### config.mk
export PLATFORM = sky130hd
export DESIGN_NAME = token_lexer
export DESIGN_NICKNAME = d
export VERILOG_FILES = /design/src/hw/rtl/tlx_pkg.sv /design/src/hw/rtl/tlx_front.sv /design/src/hw/rtl/tlx_fifo.sv /design/src/hw/rtl/tlx_back.sv /design/src/hw/rtl/token_lexer.sv
export SDC_FILE = /design/constraint.sdc
export NUM_CORES = 1
export LEC_CHECK = 0
export ABC_AREA = 1
export BUFFER_PORTS_ARGS = -buffer_cell sky130_fd_sc_hd__buf_2
export CAP_MARGIN = 40
export CORE_MARGIN = 2
export CORE_UTILIZATION = 57
export CTS_CLUSTER_DIAMETER = 100
export DETAILED_ROUTE_END_ITERATION = 8
export PLACE_DENSITY = 0.78
export SLEW_MARGIN = 20
export SYNTH_ARGS = -nofsm -noshare
export SYNTH_HDL_FRONTEND = slang
export SYNTH_HIERARCHICAL = 1
export SYNTH_SLANG_ARGS = --single-unit
export TNS_END_PERCENT = 10
### constraint.sdc
create_clock -name clk_i -period 12.53 [get_ports clk_i]
set_input_delay 2.506 -clock clk_i [delete_from_list [all_inputs] [get_ports clk_i]]
set_output_delay 2.506 -clock clk_i [all_outputs]
set_load 0.01 [all_outputs]
### src/hw/rtl/tlx_pkg.sv
// ----------------------------------------------------------------------------
// tlx_pkg
// shared constants, token codes and character classes for the token lexer
// ----------------------------------------------------------------------------
package tlx_pkg;

  localparam int unsigned OFFSET_BITS_DEF = 24;
  localparam int unsigned LINE_BITS_DEF   = 16;
  localparam int unsigned LENGTH_BITS_DEF = 16;

  localparam int unsigned KIND_W  = 5;
  localparam int unsigned ERR_W   = 2;
  localparam int unsigned SLOTS   = 4;
  localparam int unsigned WIN_W   = 56;

  // token kinds
  localparam logic [KIND_W-1:0] K_END    = 5'd0;
  localparam logic [KIND_W-1:0] K_INT    = 5'd1;
  localparam logic [KIND_W-1:0] K_IDENT  = 5'd2;
  localparam logic [KIND_W-1:0] K_FUNC   = 5'd3;
  localparam logic [KIND_W-1:0] K_VAR    = 5'd4;
  localparam logic [KIND_W-1:0] K_IF     = 5'd5;
  localparam logic [KIND_W-1:0] K_ELSE   = 5'd6;
  localparam logic [KIND_W-1:0] K_WHILE  = 5'd7;
  localparam logic [KIND_W-1:0] K_FOR    = 5'd8;
  localparam logic [KIND_W-1:0] K_RETURN = 5'd9;
  localparam logic [KIND_W-1:0] K_PRINT  = 5'd10;
  localparam logic [KIND_W-1:0] K_PLUS   = 5'd11;
  localparam logic [KIND_W-1:0] K_MINUS  = 5'd12;
  localparam logic [KIND_W-1:0] K_STAR   = 5'd13;
  localparam logic [KIND_W-1:0] K_SLASH  = 5'd14;
  localparam logic [KIND_W-1:0] K_PCT    = 5'd15;
  localparam logic [KIND_W-1:0] K_LPAR   = 5'd16;
  localparam logic [KIND_W-1:0] K_RPAR   = 5'd17;
  localparam logic [KIND_W-1:0] K_LBRACE = 5'd18;
  localparam logic [KIND_W-1:0] K_RBRACE = 5'd19;
  localparam logic [KIND_W-1:0] K_SEMI   = 5'd20;
  localparam logic [KIND_W-1:0] K_COMMA  = 5'd21;
  localparam logic [KIND_W-1:0] K_NE     = 5'd22;
  localparam logic [KIND_W-1:0] K_NOT    = 5'd23;
  localparam logic [KIND_W-1:0] K_EQ     = 5'd24;
  localparam logic [KIND_W-1:0] K_ASSIGN = 5'd25;
  localparam logic [KIND_W-1:0] K_LE     = 5'd26;
  localparam logic [KIND_W-1:0] K_LT     = 5'd27;
  localparam logic [KIND_W-1:0] K_GE     = 5'd28;
  localparam logic [KIND_W-1:0] K_GT     = 5'd29;
  localparam logic [KIND_W-1:0] K_AND    = 5'd30;
  localparam logic [KIND_W-1:0] K_OR     = 5'd31;

  // error codes
  localparam logic [ERR_W-1:0] E_NONE    = 2'd0;
  localparam logic [ERR_W-1:0] E_AMP     = 2'd1;
  localparam logic [ERR_W-1:0] E_BAR     = 2'd2;
  localparam logic [ERR_W-1:0] E_UNKNOWN = 2'd3;

  localparam logic [7:0] CH_LF    = 8'h0A;
  localparam logic [7:0] CH_UNDER = 8'h5F;

  // keyword spellings, right aligned in the window
  localparam logic [WIN_W-1:0] KW_TEXT [8] = '{
    56'h66756E63, 56'h766172, 56'h6966, 56'h656C7365,
    56'h7768696C65, 56'h666F72, 56'h72657475726E, 56'h7072696E74
  };

  function automatic logic is_digit(input logic [7:0] c);
    return (c >= 8'h30) && (c <= 8'h39);
  endfunction

  function automatic logic is_alpha(input logic [7:0] c);
    return ((c >= 8'h61) && (c <= 8'h7A)) || ((c >= 8'h41) && (c <= 8'h5A));
  endfunction

  function automatic logic is_space(input logic [7:0] c);
    return (c == 8'h20) || ((c >= 8'h09) && (c <= 8'h0D));
  endfunction

  function automatic logic is_word(input logic [7:0] c);
    return is_alpha(c) || is_digit(c) || (c == CH_UNDER);
  endfunction

  function automatic logic is_held(input logic [7:0] c);
    return (c == 8'h21) || (c == 8'h3D) || (c == 8'h3C) || (c == 8'h3E) ||
           (c == 8'h26) || (c == 8'h7C);
  endfunction

  function automatic logic [KIND_W-1:0] single_kind(input logic [7:0] c);
    logic [KIND_W-1:0] k;
    k = K_END;
    case (c)
      8'h2B: k = K_PLUS;
      8'h2D: k = K_MINUS;
      8'h2A: k = K_STAR;
      8'h25: k = K_PCT;
      8'h28: k = K_LPAR;
      8'h29: k = K_RPAR;
      8'h7B: k = K_LBRACE;
      8'h7D: k = K_RBRACE;
      8'h3B: k = K_SEMI;
      8'h2C: k = K_COMMA;
      default: k = K_END;
    endcase
    return k;
  endfunction

  function automatic logic [KIND_W-1:0] pair_kind(input logic [7:0] h, input logic [7:0] c);
    logic [KIND_W-1:0] k;
    k = K_END;
    if (c == 8'h3D) begin
      case (h)
        8'h21: k = K_NE;
        8'h3D: k = K_EQ;
        8'h3C: k = K_LE;
        8'h3E: k = K_GE;
        default: k = K_END;
      endcase
    end
    if ((h == 8'h26) && (c == 8'h26)) k = K_AND;
    if ((h == 8'h7C) && (c == 8'h7C)) k = K_OR;
    return k;
  endfunction

  // parallel compare of the identifier window against all keywords
  function automatic logic [KIND_W-1:0] word_kind(input logic [WIN_W-1:0] win,
                                                  input logic short_word);
    logic [KIND_W-1:0] k;
    k = K_IDENT;
    if (short_word) begin
      for (int i = 0; i < 8; i++) begin
        if (win == KW_TEXT[i]) k = K_FUNC + KIND_W'(i);
      end
    end
    return k;
  endfunction

endpackage

### src/hw/rtl/tlx_front.sv
// ----------------------------------------------------------------------------
// tlx_front
// scanner state machine: takes one byte per cycle unless the queue is full, builds a result bundle
// ----------------------------------------------------------------------------
module tlx_front #(
  parameter int unsigned OFFSET_BITS = tlx_pkg::OFFSET_BITS_DEF,
  parameter int unsigned LINE_BITS   = tlx_pkg::LINE_BITS_DEF,
  parameter int unsigned LENGTH_BITS = tlx_pkg::LENGTH_BITS_DEF
) (
  input  logic       clk_i,
  input  logic       rst_ni,
  input  logic       in_valid_i,
  output logic       in_stall_o,
  input  logic [7:0] source_byte_i,
  input  logic       byte_present_i,
  input  logic       end_of_source_i,
  output logic       push_o,
  output logic [tlx_pkg::SLOTS+tlx_pkg::SLOTS*
                (tlx_pkg::KIND_W+tlx_pkg::ERR_W+LINE_BITS+OFFSET_BITS+LENGTH_BITS)-1:0]
                     push_data_o,
  input  logic       full_i
);
  import tlx_pkg::*;

  localparam int unsigned SLOT_W = KIND_W + ERR_W + LINE_BITS + OFFSET_BITS + LENGTH_BITS;

  localparam logic [3:0] M_IDLE  = 4'd0;
  localparam logic [3:0] M_INT   = 4'd1;
  localparam logic [3:0] M_IDENT = 4'd2;
  localparam logic [3:0] M_SLASH = 4'd3;
  localparam logic [3:0] M_LINEC = 4'd4;
  localparam logic [3:0] M_BLOCK = 4'd5;
  localparam logic [3:0] M_BSTAR = 4'd6;
  localparam logic [3:0] M_HELD  = 4'd7;
  localparam logic [3:0] M_DROP  = 4'd8;

  logic [3:0]             mode_q, mode_d;
  logic [7:0]             held_q, held_d;
  logic [LINE_BITS-1:0]   line_q, line_d;
  logic [OFFSET_BITS-1:0] off_q, off_d;
  logic [OFFSET_BITS-1:0] pstart_q, pstart_d;
  logic [LINE_BITS-1:0]   pline_q, pline_d;
  logic [LENGTH_BITS-1:0] plen_q, plen_d;
  logic [WIN_W-1:0]       win_q, win_d;

  logic [SLOTS-1:0]             mask;
  logic [SLOTS-1:0][SLOT_W-1:0] slots;
  logic                         accept;

  function automatic logic [SLOT_W-1:0] pack(input logic [KIND_W-1:0] k,
                                              input logic [ERR_W-1:0] e,
                                              input logic [LINE_BITS-1:0] l,
                                              input logic [OFFSET_BITS-1:0] s,
                                              input logic [LENGTH_BITS-1:0] n);
    return {k, e, l, s, n};
  endfunction

  assign accept     = in_valid_i & ~full_i;
  assign in_stall_o = full_i;

  always_comb begin
    logic [7:0]       c;
    logic             st;
    logic [KIND_W-1:0] k;
    logic [KIND_W-1:0] pk;
    c      = source_byte_i;
    st     = 1'b0;
    k      = K_END;
    pk     = K_END;
    mode_d   = mode_q;
    held_d   = held_q;
    line_d   = line_q;
    off_d    = off_q;
    pstart_d = pstart_q;
    pline_d  = pline_q;
    plen_d   = plen_q;
    win_d    = win_q;
    mask     = '0;
    slots    = '0;

    // byte: finish or extend the pending token (slot 0), start a new one (slot 1)
    if (byte_present_i) begin
      case (mode_q)
        M_INT: begin
          if (is_digit(c)) begin
            if (~&plen_d) plen_d = plen_d + 1'b1;
          end else begin
            mask[0]  = 1'b1;
            slots[0] = pack(K_INT, E_NONE, pline_q, pstart_q, plen_q);
            st = 1'b1;
          end
        end
        M_IDENT: begin
          if (is_word(c)) begin
            if (~&plen_d) plen_d = plen_d + 1'b1;
            win_d = {win_q[WIN_W-9:0], c};
          end else begin
            mask[0]  = 1'b1;
            slots[0] = pack(word_kind(win_q, plen_q <= LENGTH_BITS'(6)), E_NONE,
                            pline_q, pstart_q, plen_q);
            st = 1'b1;
          end
        end
        M_SLASH: begin
          if (c == 8'h2F) mode_d = M_LINEC;
          else if (c == 8'h2A) mode_d = M_BLOCK;
          else begin
            mask[0]  = 1'b1;
            slots[0] = pack(K_SLASH, E_NONE, pline_q, pstart_q, LENGTH_BITS'(1));
            st = 1'b1;
          end
        end
        M_LINEC: begin
          if (c == CH_LF) mode_d = M_IDLE;
        end
        M_BLOCK: begin
          if (c == 8'h2A) mode_d = M_BSTAR;
        end
        M_BSTAR: begin
          if (c == 8'h2F) mode_d = M_IDLE;
          else if (c != 8'h2A) mode_d = M_BLOCK;
        end
        M_HELD: begin
          pk      = pair_kind(held_q, c);
          mask[0] = 1'b1;
          if (pk != K_END) begin
            slots[0] = pack(pk, E_NONE, pline_q, pstart_q, LENGTH_BITS'(2));
            mode_d   = M_IDLE;
          end else begin
            case (held_q)
              8'h21: begin
                slots[0] = pack(K_NOT, E_NONE, pline_q, pstart_q, LENGTH_BITS'(1));
                st = 1'b1;
              end
              8'h3D: begin
                slots[0] = pack(K_ASSIGN, E_NONE, pline_q, pstart_q, LENGTH_BITS'(1));
                st = 1'b1;
              end
              8'h3C: begin
                slots[0] = pack(K_LT, E_NONE, pline_q, pstart_q, LENGTH_BITS'(1));
                st = 1'b1;
              end
              8'h3E: begin
                slots[0] = pack(K_GT, E_NONE, pline_q, pstart_q, LENGTH_BITS'(1));
                st = 1'b1;
              end
              8'h26: begin
                slots[0] = pack(K_END, E_AMP, pline_q, pstart_q, LENGTH_BITS'(1));
                mode_d   = M_DROP;
              end
              default: begin
                slots[0] = pack(K_END, E_BAR, pline_q, pstart_q, LENGTH_BITS'(1));
                mode_d   = M_DROP;
              end
            endcase
          end
        end
        M_DROP: begin
        end
        default: st = 1'b1;
      endcase

      if (st) begin
        mode_d = M_IDLE;
        k      = single_kind(c);
        if (is_space(c)) begin
        end else if (is_digit(c)) begin
          mode_d = M_INT;
          pstart_d = off_q; pline_d = line_q; plen_d = LENGTH_BITS'(1);
        end else if (is_alpha(c) || (c == CH_UNDER)) begin
          mode_d = M_IDENT;
          pstart_d = off_q; pline_d = line_q; plen_d = LENGTH_BITS'(1);
          win_d  = WIN_W'(c);
        end else if (c == 8'h2F) begin
          mode_d = M_SLASH;
          pstart_d = off_q; pline_d = line_q; plen_d = LENGTH_BITS'(1);
        end else if (k != K_END) begin
          mask[1]  = 1'b1;
          slots[1] = pack(k, E_NONE, line_q, off_q, LENGTH_BITS'(1));
        end else if (is_held(c)) begin
          mode_d = M_HELD;
          held_d = c;
          pstart_d = off_q; pline_d = line_q; plen_d = LENGTH_BITS'(1);
        end else begin
          mask[1]  = 1'b1;
          slots[1] = pack(K_END, E_UNKNOWN, line_q, off_q, LENGTH_BITS'(1));
          mode_d   = M_DROP;
        end
      end

      if ((c == CH_LF) && ~&line_q) line_d = line_q + 1'b1;
      if (~&off_q) off_d = off_q + 1'b1;
    end

    // end of source: flush pending token (slot 2), then END (slot 3), then restart
    if (end_of_source_i) begin
      case (mode_d)
        M_INT: begin
          mask[2]  = 1'b1;
          slots[2] = pack(K_INT, E_NONE, pline_d, pstart_d, plen_d);
        end
        M_IDENT: begin
          mask[2]  = 1'b1;
          slots[2] = pack(word_kind(win_d, plen_d <= LENGTH_BITS'(6)), E_NONE,
                          pline_d, pstart_d, plen_d);
        end
        M_SLASH: begin
          mask[2]  = 1'b1;
          slots[2] = pack(K_SLASH, E_NONE, pline_d, pstart_d, LENGTH_BITS'(1));
        end
        M_HELD: begin
          mask[2] = 1'b1;
          case (held_d)
            8'h21: slots[2] = pack(K_NOT, E_NONE, pline_d, pstart_d, LENGTH_BITS'(1));
            8'h3D: slots[2] = pack(K_ASSIGN, E_NONE, pline_d, pstart_d, LENGTH_BITS'(1));
            8'h3C: slots[2] = pack(K_LT, E_NONE, pline_d, pstart_d, LENGTH_BITS'(1));
            8'h3E: slots[2] = pack(K_GT, E_NONE, pline_d, pstart_d, LENGTH_BITS'(1));
            8'h26: slots[2] = pack(K_END, E_AMP, pline_d, pstart_d, LENGTH_BITS'(1));
            default: slots[2] = pack(K_END, E_BAR, pline_d, pstart_d, LENGTH_BITS'(1));
          endcase
        end
        default: begin
        end
      endcase
      mask[3]  = 1'b1;
      slots[3] = pack(K_END, E_NONE, line_d, off_d, '0);
      mode_d   = M_IDLE;
      held_d   = '0;
      line_d   = LINE_BITS'(1);
      off_d    = '0;
      pstart_d = '0;
      pline_d  = LINE_BITS'(1);
      plen_d   = '0;
      win_d    = '0;
    end
  end

  assign push_o      = accept & (|mask);
  assign push_data_o = {mask, slots};

  always_ff @(posedge clk_i or negedge rst_ni) begin
    if (!rst_ni) begin
      mode_q   <= M_IDLE;
      held_q   <= '0;
      line_q   <= LINE_BITS'(1);
      off_q    <= '0;
      pstart_q <= '0;
      pline_q  <= LINE_BITS'(1);
      plen_q   <= '0;
      win_q    <= '0;
    end else if (accept) begin
      mode_q   <= mode_d;
      held_q   <= held_d;
      line_q   <= line_d;
      off_q    <= off_d;
      pstart_q <= pstart_d;
      pline_q  <= pline_d;
      plen_q   <= plen_d;
      win_q    <= win_d;
    end
  end

endmodule

### src/hw/rtl/tlx_fifo.sv
// ----------------------------------------------------------------------------
// tlx_fifo
// two-entry queue of result bundles between scanner and output sequencer
// ----------------------------------------------------------------------------
module tlx_fifo #(
  parameter int unsigned WIDTH = 8
) (
  input  logic             clk_i,
  input  logic             rst_ni,
  input  logic             push_i,
  input  logic [WIDTH-1:0] push_data_i,
  output logic             full_o,
  input  logic             pop_i,
  output logic             avail_o,
  output logic [WIDTH-1:0] pop_data_o
);

  logic [WIDTH-1:0] mem_q [2];
  logic             wr_ptr_q, rd_ptr_q;
  logic [1:0]       cnt_q;

  assign full_o     = cnt_q == 2'd2;
  assign avail_o    = cnt_q != 2'd0;
  assign pop_data_o = mem_q[rd_ptr_q];

  always_ff @(posedge clk_i) begin
    if (push_i) mem_q[wr_ptr_q] <= push_data_i;
  end

  always_ff @(posedge clk_i or negedge rst_ni) begin
    if (!rst_ni) begin
      wr_ptr_q <= 1'b0;
      rd_ptr_q <= 1'b0;
      cnt_q    <= '0;
    end else begin
      if (push_i) wr_ptr_q <= ~wr_ptr_q;
      if (pop_i) rd_ptr_q <= ~rd_ptr_q;
      cnt_q <= cnt_q + {1'b0, push_i} - {1'b0, pop_i};
    end
  end

  a_no_overflow: assert property (@(posedge clk_i) disable iff (!rst_ni)
    !(push_i && full_o) && !(pop_i && !avail_o))
    else $error("queue overflow or underflow");

endmodule

### src/hw/rtl/tlx_back.sv
// ----------------------------------------------------------------------------
// tlx_back
// output sequencer: hands out the results of one bundle, one per unstalled cycle
// ----------------------------------------------------------------------------
module tlx_back #(
  parameter int unsigned OFFSET_BITS = tlx_pkg::OFFSET_BITS_DEF,
  parameter int unsigned LINE_BITS   = tlx_pkg::LINE_BITS_DEF,
  parameter int unsigned LENGTH_BITS = tlx_pkg::LENGTH_BITS_DEF
) (
  input  logic                        clk_i,
  input  logic                        rst_ni,
  input  logic                        avail_i,
  input  logic [tlx_pkg::SLOTS+tlx_pkg::SLOTS*
                (tlx_pkg::KIND_W+tlx_pkg::ERR_W+LINE_BITS+OFFSET_BITS+LENGTH_BITS)-1:0]
                                      pop_data_i,
  output logic                        pop_o,
  output logic                        out_valid_o,
  input  logic                        out_stall_i,
  output logic [tlx_pkg::KIND_W-1:0]  token_kind_o,
  output logic [tlx_pkg::ERR_W-1:0]   error_code_o,
  output logic [LINE_BITS-1:0]        token_line_o,
  output logic [OFFSET_BITS-1:0]      token_start_o,
  output logic [LENGTH_BITS-1:0]      token_length_o,
  output logic                        last_result_o
);
  import tlx_pkg::*;

  localparam int unsigned SLOT_W = KIND_W + ERR_W + LINE_BITS + OFFSET_BITS + LENGTH_BITS;

  logic [SLOTS-1:0]             mask_q, mask_d;
  logic [SLOTS-1:0][SLOT_W-1:0] slots_q;
  logic [SLOTS-1:0]             sel;
  logic [SLOT_W-1:0]            cur;
  logic                         out_take;

  // lowest pending slot goes first
  always_comb begin
    sel = '0;
    cur = '0;
    for (int i = SLOTS - 1; i >= 0; i--) begin
      if (mask_q[i]) begin
        sel    = '0;
        sel[i] = 1'b1;
        cur    = slots_q[i];
      end
    end
  end

  assign out_valid_o   = |mask_q;
  assign last_result_o = (mask_q & ~sel) == '0;
  assign {token_kind_o, error_code_o, token_line_o, token_start_o, token_length_o} = cur;

  assign out_take = out_valid_o & ~out_stall_i;
  assign pop_o    = avail_i & (~out_valid_o | (out_take & last_result_o));

  always_comb begin
    mask_d = mask_q;
    if (out_take) mask_d = mask_q & ~sel;
    if (pop_o) mask_d = pop_data_i[SLOTS*SLOT_W +: SLOTS];
  end

  always_ff @(posedge clk_i) begin
    if (pop_o) slots_q <= pop_data_i[SLOTS*SLOT_W-1:0];
  end

  always_ff @(posedge clk_i or negedge rst_ni) begin
    if (!rst_ni) mask_q <= '0;
    else mask_q <= mask_d;
  end

  a_keep_going: assert property (@(posedge clk_i) disable iff (!rst_ni)
    out_take && !last_result_o |=> out_valid_o)
    else $error("bundle dropped before its last result");

  a_error_shape: assert property (@(posedge clk_i) disable iff (!rst_ni)
    out_valid_o && error_code_o != E_NONE |->
      token_kind_o == K_END && token_length_o == LENGTH_BITS'(1))
    else $error("malformed error result");

  a_one_gone: assert property (@(posedge clk_i) disable iff (!rst_ni)
    out_take && !last_result_o |=> $countones(mask_q) == $countones($past(mask_q)) - 1)
    else $error("more than one result retired");

endmodule

### src/hw/rtl/token_lexer.sv
// ----------------------------------------------------------------------------
// token_lexer
// streaming lexer: source bytes in, tokens with kind, line, start and length out
// ----------------------------------------------------------------------------
// usage:
//   input transaction: in_valid_i high and in_stall_o low; it carries one
//   source byte (byte_present_i) and/or the end-of-source mark.
//   output transaction: out_valid_o high and out_stall_i low; it carries one
//   token, last_result_o marks the final token caused by an input transaction.
//   an input transaction causes zero to three tokens.
// path: a token completed by an accepted byte goes from the scanner into the
//   registered queue, then into the output register, before it appears.
// throughput: one byte per cycle while each byte causes at most one token
//   and the output is not stalled; a byte causing more holds the sequencer
//   until the single output port, one token per cycle, has retired them all.
// the scanner stalls only when the two-entry bundle queue is full, so it
//   keeps taking bytes while a finished token waits at a stalled output.
// reset: scanner restarts at line 1, offset 0, queue and output empty.
// ----------------------------------------------------------------------------
module token_lexer #(
  parameter int unsigned OFFSET_BITS = tlx_pkg::OFFSET_BITS_DEF,
  parameter int unsigned LINE_BITS   = tlx_pkg::LINE_BITS_DEF,
  parameter int unsigned LENGTH_BITS = tlx_pkg::LENGTH_BITS_DEF
) (
  input  logic                       clk_i,
  input  logic                       rst_ni,
  input  logic                       in_valid_i,
  output logic                       in_stall_o,
  input  logic [7:0]                 source_byte_i,
  input  logic                       byte_present_i,
  input  logic                       end_of_source_i,
  output logic                       out_valid_o,
  input  logic                       out_stall_i,
  output logic [tlx_pkg::KIND_W-1:0] token_kind_o,
  output logic [tlx_pkg::ERR_W-1:0]  error_code_o,
  output logic [LINE_BITS-1:0]       token_line_o,
  output logic [OFFSET_BITS-1:0]     token_start_o,
  output logic [LENGTH_BITS-1:0]     token_length_o,
  output logic                       last_result_o
);
  import tlx_pkg::*;

  // one bundle: four result slots plus a mask of the slots in use
  localparam int unsigned BUND_W =
    SLOTS + SLOTS * (KIND_W + ERR_W + LINE_BITS + OFFSET_BITS + LENGTH_BITS);

  logic              push, full, pop, avail;
  logic [BUND_W-1:0] push_data, pop_data;

  // scanner: classifies each byte and builds the bundle of tokens it causes
  tlx_front #(
    .OFFSET_BITS(OFFSET_BITS), .LINE_BITS(LINE_BITS), .LENGTH_BITS(LENGTH_BITS)
  ) u_front (
    .clk_i, .rst_ni, .in_valid_i, .in_stall_o, .source_byte_i, .byte_present_i,
    .end_of_source_i, .push_o(push), .push_data_o(push_data), .full_i(full)
  );

  // decouples scanner from a stalled output
  tlx_fifo #(.WIDTH(BUND_W)) u_fifo (
    .clk_i, .rst_ni, .push_i(push), .push_data_i(push_data), .full_o(full),
    .pop_i(pop), .avail_o(avail), .pop_data_o(pop_data)
  );

  // output sequencer: retires bundle slots in order
  tlx_back #(
    .OFFSET_BITS(OFFSET_BITS), .LINE_BITS(LINE_BITS), .LENGTH_BITS(LENGTH_BITS)
  ) u_back (
    .clk_i, .rst_ni, .avail_i(avail), .pop_data_i(pop_data), .pop_o(pop),
    .out_valid_o, .out_stall_i, .token_kind_o, .error_code_o, .token_line_o,
    .token_start_o, .token_length_o, .last_result_o
  );

endmodule

# == Word level (Yosys, flattened, before mapping) ==
# Memories as Yosys holds them, arrays and structs flattened.
# Index checks and enable logic that the tools add are counted.
# totals
regBits,424
mem_bits_rw,498
output_inout_bits,66
wordCells,285
n_memories,1
# mem_list
memory,words,width,rd,rd_ports_with_merged_regs,write_ports,line,rtl
u_fifo.mem_q,2,249,1,0,1,tlx_fifo.sv:18,logic [WIDTH-1:0] mem_q [2];
# classes
add_sub_neg,5
n_lt_le_gt_ge,10
n_eq_ne,61
muxes,148
n_bitwise,13
n_reduce_logical,31
# op_table
op,n
$mux 63,13
$pmux 63 s5,2
$pmux 63 s4,2
$mux 56,8
$mux 16,24
$mux 24,12
$eq 56x23->1 const B,4
$eq 56x31->1 const B,4
$eq 56x39->1 const B,4
$eq 8x6->1 const B,25
$mux 126,1
$mux 119,1
$mux 4,29
$eq 56x15->1 const B,2
$eq 56x47->1 const B,2
$mux 8,9
$mux 62,1
$mux 59,1
$mux 58,1
$pmux 5 s10,1
$mux 5,9
$eq 8x7->1 const B,5
$add 16x1->16 const B,2
$le 16x3->1 const B,2
other kinds (38),104

# == Logic depth before layout (Yosys ltp) ==
# Gate-level depths: netlist of run 1.
# logic_depth
depth_word,29
ltp_mapped,26
mapped_depth_nobuf,24

# == Hierarchy ==
# The synthesis of run 1 kept the hierarchy.
# modules_own_cells
module,n_inst,cells_per_inst,area_per_inst_um2,seq_area_each_um2
tlx_fifo,1,1362,19316.0,15474.8
tlx_front,1,2205,13824.5,4106.4
tlx_back,1,716,9823.2,7667.4

# == Worst setup path before layout of run 1 ==
# Ideal clock, no wire load.
# synth_path
path_kind,in2reg
start,input port source_byte_i[2]
end,memory u_fifo/mem_q[0][0] (netlist name) (enable)
setup_time_ns,0.877
arrival_ns,15.033
t_required_ns,11.653
path_slack_ns,-3.380
cell_stages,18
path_buffers,1
path_cell_list,buf_4 nor2_1 nand3_1 nand2_1 inv_1 nand2_4 nand3_4 nand4_4 nor2_4 nor2_4 nand3_1 nor2_1 inv_1 nor2_1 inv_1 a31oi_1 inv_1 nor2_1
# synth_via
elab_chain_cells,22
# synth_lines
item,line,rtl
"start, declared",token_lexer.sv:29,"input logic [7:0] source_byte_i,"
branches (longest 18 deep; another with $pmux 5 s10),n/a,
$reduce_or 4->1 (*),tlx_front.sv:238,assign push_o = accept & (|mask);
$and 1x1->1 (*),tlx_front.sv:238,
named net push,token_lexer.sv:47,"logic push, full, pop, avail;"
$mux 1 (*),tlx_fifo.sv:27,if (push_i) mem_q[wr_ptr_q] <= push_data_i;
$mux 1 (not written as such) (*),tlx_fifo.sv:27,
"end, declared",tlx_fifo.sv:18,
# Mark *: on every way through the listed nets, which the timed path passes. The select of a mux whose other input is x is not followed.

# == Worst setup path in the final report of run 1 ==
# layout_path
start,input port source_byte_i[4]
end,memory u_fifo/mem_q[0][235] (netlist name) (enable)
# Same word-level chain as after synthesis.

==> impl_metrics.tcl, run 1 <==
set metrics [dict create \
    status "complete, no violations" \
    slew_viol_final 0 \
    synth_edf_count 764 \
    timing.rr.start "u_front/mode_q[3]" \
    drive_gt1_share_pct 9.045 \
    p_clk_share_pct 25.4 \
    grt_overflow 0 \
    multiInputGateArea_mm2 0.01207 \
    async_flop_share_pct 18.38 \
    root_buffer "clkbuf_16" \
    ios 80 \
    cp-startpoint "source_byte_i[4]" \
    rsz0062_at_grt "false" \
    yosysSeqAreaShare_pct 63.42 \
    clock_path_buffers 3 \
    timing.fmax_ghz 0.1432 \
    cts_setup_buffers 0 \
    drt_iter0_markers 3071 \
    core_area_mm2 0.07457 \
    die_y_um 278.5 \
    rows 100 \
    ir_worst_vdd_mv 0.3072 \
    synth.most_common_cell "nand2_1" \
    syn_area_mm2 0.04296 \
    nNetsFinal 4320 \
    setup_viol 0 \
    hold_violations 0 \
    clkTransAtPathRegs_ns 0.06 \
    wl_per_cell_um 19.17 \
    p_leak_nw 18.90 \
    grt_busiest_layer "met2" \
    use_met2_pct 44.83 \
    fin_crit_ns 6.984 \
    seq_power_share_pct 44.2 \
    io_buffer_count 79 \
    track_usage_pct 26.39 \
    die_area_mm2 0.07759 \
    cpMostUsedCell "inv_1" \
    numCtsBuffers 93 \
    yosysWarningCount 6 \
    timing.slew.headroom_pct 34.28 \
    clock_skew_ns 0.03095 \
    swShare_pct 35.50 \
    clock_latency_ns 0.65 \
    crit_path_end_kind "flip-flop" \
    synth_common_cells "874 x nand2_1, 764 x edfxtp_1, 577 x inv_1" \
    cts_sinks 936 \
    p_int_mw 7.104 \
    dr.pass1.iters 6 \
    fp.dieW_um 278.5 \
    cts_resized 0 \
    post_drt_via_cell_ratio 5.696 \
    synth-main-ff-cell "edfxtp_1" \
    min_from "u_fifo/mem_q[1][124]" \
    synth_cell_types 60 \
    critPathRequiredTime_ns 12.79 \
    cts_tree "built" \
    fin_setup_tns_ns 0 \
    cp_max_fo 60 \
    power_density_mw_per_mm2 234.2 \
    antenna_left 0 \
    synth_seq_cells 936 \
    max-cap-violations 0 \
    min_period_over_period_pct 55.74 \
    synth_area_leaders "edfxtp_1 53%, dfrtp_1 9.9%, nand2_1 7.6%, inv_1 5.0%, o21ai_1 4.1%" \
    p_comb_share_pct 30.4 \
    grt_util_met3_pct 3.635 \
    fillCellCount 5675 \
    path_class "in2reg" \
    hp-class "reg2reg" \
    postCtsHoldBufs 0 \
    fin_cells 5347 \
    antenna_found_initial 1 \
    start_kind "input port" \
    gp_congestion 0.9367 \
    area_growth_pct 9.471 \
    seq_area_mm2 0.02726 \
    met1_usage_pct 34.51 \
    avgSynthCellArea_um2 10.03 \
    grt_pass1_wl_um 160300 \
    p_switching_mw 3.910 \
    arrival_ns 7.25 \
    cp_slowest_stage_delay_ns 0.76 \
    grt_max_degree 253 \
    wirelength_um 102500 \
    drc 0 \
    path_cells "buf_2, inv_1, nand3_2, clkinv_1, nand2_2, nand2_4, nand4_4, nor2_4, nor2_4, nand3_1, nor2_1, inv_1, nor2_1, inv_1, buf_4, a31oi_1, inv_1, nor2_4, buf_12, buf_4, buf_4" \
    synth_top_cell_by_area "edfxtp_1" \
    start_util_pct 57.61 \
    dp.cells 5169 \
    crit_slowest_cell "buf_4" \
    dp_hpwl_um 62630 \
    first_global_vias 29690 \
    synth_top_area_share_pct 53.40 \
    tightest_slew_ns 0.9858 \
    detailroute.via_count 30460 \
    antennaDiodeCount 0 \
    netlist_instances 4283 \
    htreeDepth 3 \
]
==> placed cells by master, fill, tap and decap left out, drive strengths merged, types with 7 or more instances in the layout <==
cell type  count
o21ai        551
conb          38
bufinv         9
a21oi        106
o22ai        142
nand4         30
xor2          40
clkbuf       124
inv          589
edfxtp       764
buf          130
o211ai         7
a31oi          9
nor2         394
nand3        206
nor4          29
nor3          64
nand2        894
dfrtp        170
clkinv        40
==> final timing paths <==
| check | depth (start not counted) | slack, ns | to |
|---|---|---|---|
| max | 21 | 5.55 | u_fifo/mem_q[0][235] |
| min | 2 | 0.51 | u_back/slots_q[124] |
| max reg2reg | 19 | 7.06 | u_fifo/mem_q[0][235] |
| min reg2reg | 2 | 0.51 | u_back/slots_q[124] |
| max in group asynchronous | 3 | 9.56 | u_front/mode_q[0] |
| min in group asynchronous | 1 | 1.83 | u_front/pline_q[7] |
==> power groups by stage <==
| stage | logic [mW] | clock network (mW) | registers [mW] |
|---|---|---|---|
| final | 3.35 | 2.80 | 4.86 |
| after CTS | 3.33 | 2.84 | 4.86 |
| after global routing | 3.68 | 2.96 | 4.94 |
| after detailed placement | 3.30 | 0 | 4.92 |
| after global placement | 3.12 | 0 | 4.90 |
| after floorplan | 2.34 | 0 | 5.02 |
==> registers in the layout (all words and copies together) (netlist names) <==
| signal | count |
|---|---|
| u_front/line_q | 16 |
| u_fifo/mem_q | 512 |
| u_back/slots_q | 252 |
| u_fifo/wr_ptr_q | 1 |
| u_front/off_q | 24 |
| u_fifo/cnt_q | 2 |
| u_back/mask_q | 4 |
| u_front/pline_q | 16 |
| u_front/mode_q | 4 |
| u_front/plen_q | 16 |
| u_front/pstart_q | 24 |
| u_front/held_q | 8 |
| u_fifo/rd_ptr_q | 1 |
| u_front/win_q | 56 |
==> stage by stage <==
stage	worst slack (ns)	hold slack [ns]	power (mW)	util [%]	cell area, um^2
after CTS	5.203	0.5070	11.03	62.95	46950
final	5.546	0.5101	11.01	63.07	47030
after detailed placement	4.557	0.5143	8.219	58.79	43840
after global placement	4.596	0.5027	8.021	58.24	43430
after floorplan	0.9489	0.4810	7.359	-	43110
after global routing	5.153	0.5387	11.58	63.07	47030
==> kinds of logic after synthesis <==
| group | Yosys count | share of synthesized area [%] |
|---|---|---|
| other cells | 1 | 0.008728 |
| compound gates | 833 | 10.41 |
| mux | 1 | 0.02330 |
| simple gates | 1629 | 16.26 |
| fa+ha+maj | 6 | 0.1747 |
| xor+xnor | 40 | 0.8154 |
| buf+inv | 837 | 8.885 |
| flops | 936 | 63.42 |
==> cell type report <==
type | instances | share of cell area, %
Inverter | 590 | 4.746
Sequential cell | 936 | 57.96
Clock buffer | 123 | 5.472
Timing Repair Buffer | 132 | 2.461
Multi-Input combinational cell | 2547 | 25.66
Tap cell | 969 | 2.578
Clock inverter | 50 | 1.123
==> critical path: cells and delay by family <==
kind | cells | cell delay (ns)
buffers and inverters | 10 | 2.64
AND/OR/NAND/NOR | 10 | 1.58
AO/OA/AOI/OAI | 1 | 0.44
==> routing by layer <==
metal	part of all wire [%]	wire [um]
met4	3.4	3498
met2	49	50690
met1	40	40530
met5	0.016	16
met3	7.6	7789
No activity file was read; power rests on OpenSTA's default activity.
==> inputs of run 2 (changes only) <==
==> constraint.sdc (replaced) <==
create_clock -name clk_i -period 5.8 [get_ports clk_i]
set_input_delay 1.16 -clock clk_i [delete_from_list [all_inputs] [get_ports clk_i]]
set_output_delay 1.16 -clock clk_i [all_outputs]
set_load 0.01 [all_outputs]
==> run 2 against run 1 <==
  * Clock skew grew 0.015 ns
  * Critical path depth shrank 15
  * Setup slack lost 4.4 ns
  * First-iteration DRC count grew 7.7%
  * Final area is essentially flat
  * Routed wire length grew 2.0%
  * Critical path type is now reg2out
  * Largest power group unchanged
==> impl_metrics.tcl, run 2 (same netlist as run 1, synthesis figures left out) <==
set metrics [dict create \
    tightest_slew_ns 1.030 \
    dp_hpwl_um 63250 \
    fillCellCount 5697 \
    seq_area_mm2 0.02726 \
    min_period_over_period_pct 80.28 \
    post_drt_via_cell_ratio 5.762 \
    most-common-layout-cells "873 x nand2_1, 764 x edfxtp_1, 570 x inv_1, 351 x o21ai_1, 325 x nor2_1" \
    fin_area_mm2 0.04708 \
    io_buffer_count 79 \
    area_growth_pct 9.572 \
    cts_resized 0 \
    wl_per_cell_um 19.54 \
    rsz0062_at_grt "false" \
    p_int_mw 15.44 \
    core_area_mm2 0.07457 \
    dr.pass1.iters 6 \
    power_density_mw_per_mm2 509.5 \
    power_mw 23.99 \
    layout_commonest_cell "nand2_1" \
    postCtsHoldBufs 0 \
    max-cap-violations 0 \
    antenna_left 0 \
    wirelength_um 104600 \
    rows 100 \
    drive_gt1_share_pct 9.514 \
    hold_slack_ns 0.5098 \
    grt_max_degree 163 \
    drt_iter0_markers 3309 \
    hold_violations 0 \
    dpl_cell_area_mm2 0.04380 \
    seq_power_share_pct 44.1 \
    fp.dieW_um 278.5 \
    arrival_ns 3.50 \
    p_clk_share_pct 26.0 \
    swShare_pct 35.64 \
    root_buffer "clkbuf_16" \
    multiInputGateArea_mm2 0.01211 \
    fin_crit_ns 4.656 \
    drc 0 \
    clock_latency_ns 0.66 \
    slew_viol_final 0 \
    status "complete, no violations" \
    regMostFlops "u_fifo/mem_q" \
    p_leak_nw 18.89 \
    cts_tree "built" \
    start_util_pct 57.61 \
    clock_path_buffers 3 \
    htreeDepth 3 \
    cp_max_fo 40 \
    grt_overflow 0 \
    timing.fmax_ghz 0.2148 \
    grt_pass1_wl_um 164000 \
    nNetsFinal 4321 \
    antennaDiodeCount 0 \
    die_y_um 278.5 \
    clock_skew_ns 0.04625 \
    ios 80 \
    antenna_found_initial 1 \
    cts_setup_buffers 0 \
    start_kind "flip-flop" \
    ir_worst_vdd_mv 0.3735 \
    timing.slew.headroom_pct 31.36 \
    largest_register_ffs 512 \
    setup_viol 0 \
    p_switching_mw 8.550 \
    critPathRequiredTime_ns 4.64 \
    clkTransAtPathRegs_ns 0.06 \
    utilization_pct 63.13 \
    cts_sinks 936 \
    largest_registers "u_fifo/mem_q: 512 flops, u_back/slots_q: 252 flops, u_front/win_q: 56 flops" \
    detailroute.via_count 30840 \
    first_global_vias 30150 \
    die_area_mm2 0.07759 \
    numCtsBuffers 94 \
    path_class "reg2out" \
    hp-class "in2async" \
    crit_path_end_kind "output pin" \
    gp_congestion 0.9360 \
    p_comb_share_pct 29.9 \
    track_usage_pct 26.99 \
]
[run 2: path summary, 6_finish.rpt]
path | cells after the start | slack (ns) | from | end
setup / recovery | 6 | 1.14 | u_back/mask_q[2] | error_code_o[1]
hold / removal | 1 | 0.51 | rst_ni | u_front/pline_q[5]
setup reg to reg | 22 | 1.75 | u_front/held_q[6] | u_fifo/mem_q[1][185]
hold reg to reg | 2 | 0.51 | u_fifo/mem_q[1][188] | u_back/slots_q[188]
max in group asynchronous | 2 | 4.21 | rst_ni | u_front/mode_q[3]
min in group clk_i | 2 | 0.51 | u_fifo/mem_q[1][188] | u_back/slots_q[188]
[run 2: per-stage QoR]
stage	instances	TNS [ns]	setup slack, ns
2_1_floorplan	4320	-646.55	-1.274
3_3_place_gp	5164	0	1.016
3_5_place_dp	5171	0	1.100
4_1_cts	5349	0	1.196
5_1_grt	5352	0	1.081
6_report	5352	0	1.144
[run 2: critical path, stage by stage (launching register included)]
cell and delay [ns]:
dfrtp_2 0.86, buf_4 0.69, a21oi_1 0.13, nand2_1 0.08
o21ai_0 0.07, o21ai_0 0.71, buf_2 0.27
[run 2: metal layers]
metal | up-vias | wire length [um] | global-route usage [%]
met5 | - | 8 | 0
met1 | 14800 | 42040 | 36.10
met2 | 1374 | 50960 | 45.61
li1 | 14430 | - | -
met3 | 231 | 8296 | 3.685
met4 | 2 | 3300 | 9.498
[run 2: cell type report]
cell class                      instances  share of cell area (%)
Clock buffer                          129                   5.597
Timing Repair Buffer                  132                   2.203
Inverter                              590                   4.728
Clock inverter                         49                   1.270
Multi-Input combinational cell       2547                   25.72
Sequential cell                       936                   57.91
Tap cell                              969                   2.575
[run 2: power by group through the flow]
| stage | Sequential, mW | Combinational (mW) | Clock (mW) |
|---|---|---|---|
| 2_1_floorplan | 10.7 | 5.09 | 0 |
| 3_3_place_gp | 10.7 | 6.77 | 0 |
| 3_5_place_dp | 10.7 | 7.02 | 0 |
| 4_1_cts | 10.6 | 7.09 | 6.31 |
| 5_1_grt | 10.7 | 7.91 | 6.57 |
| 6_report | 10.6 | 7.18 | 6.23 |
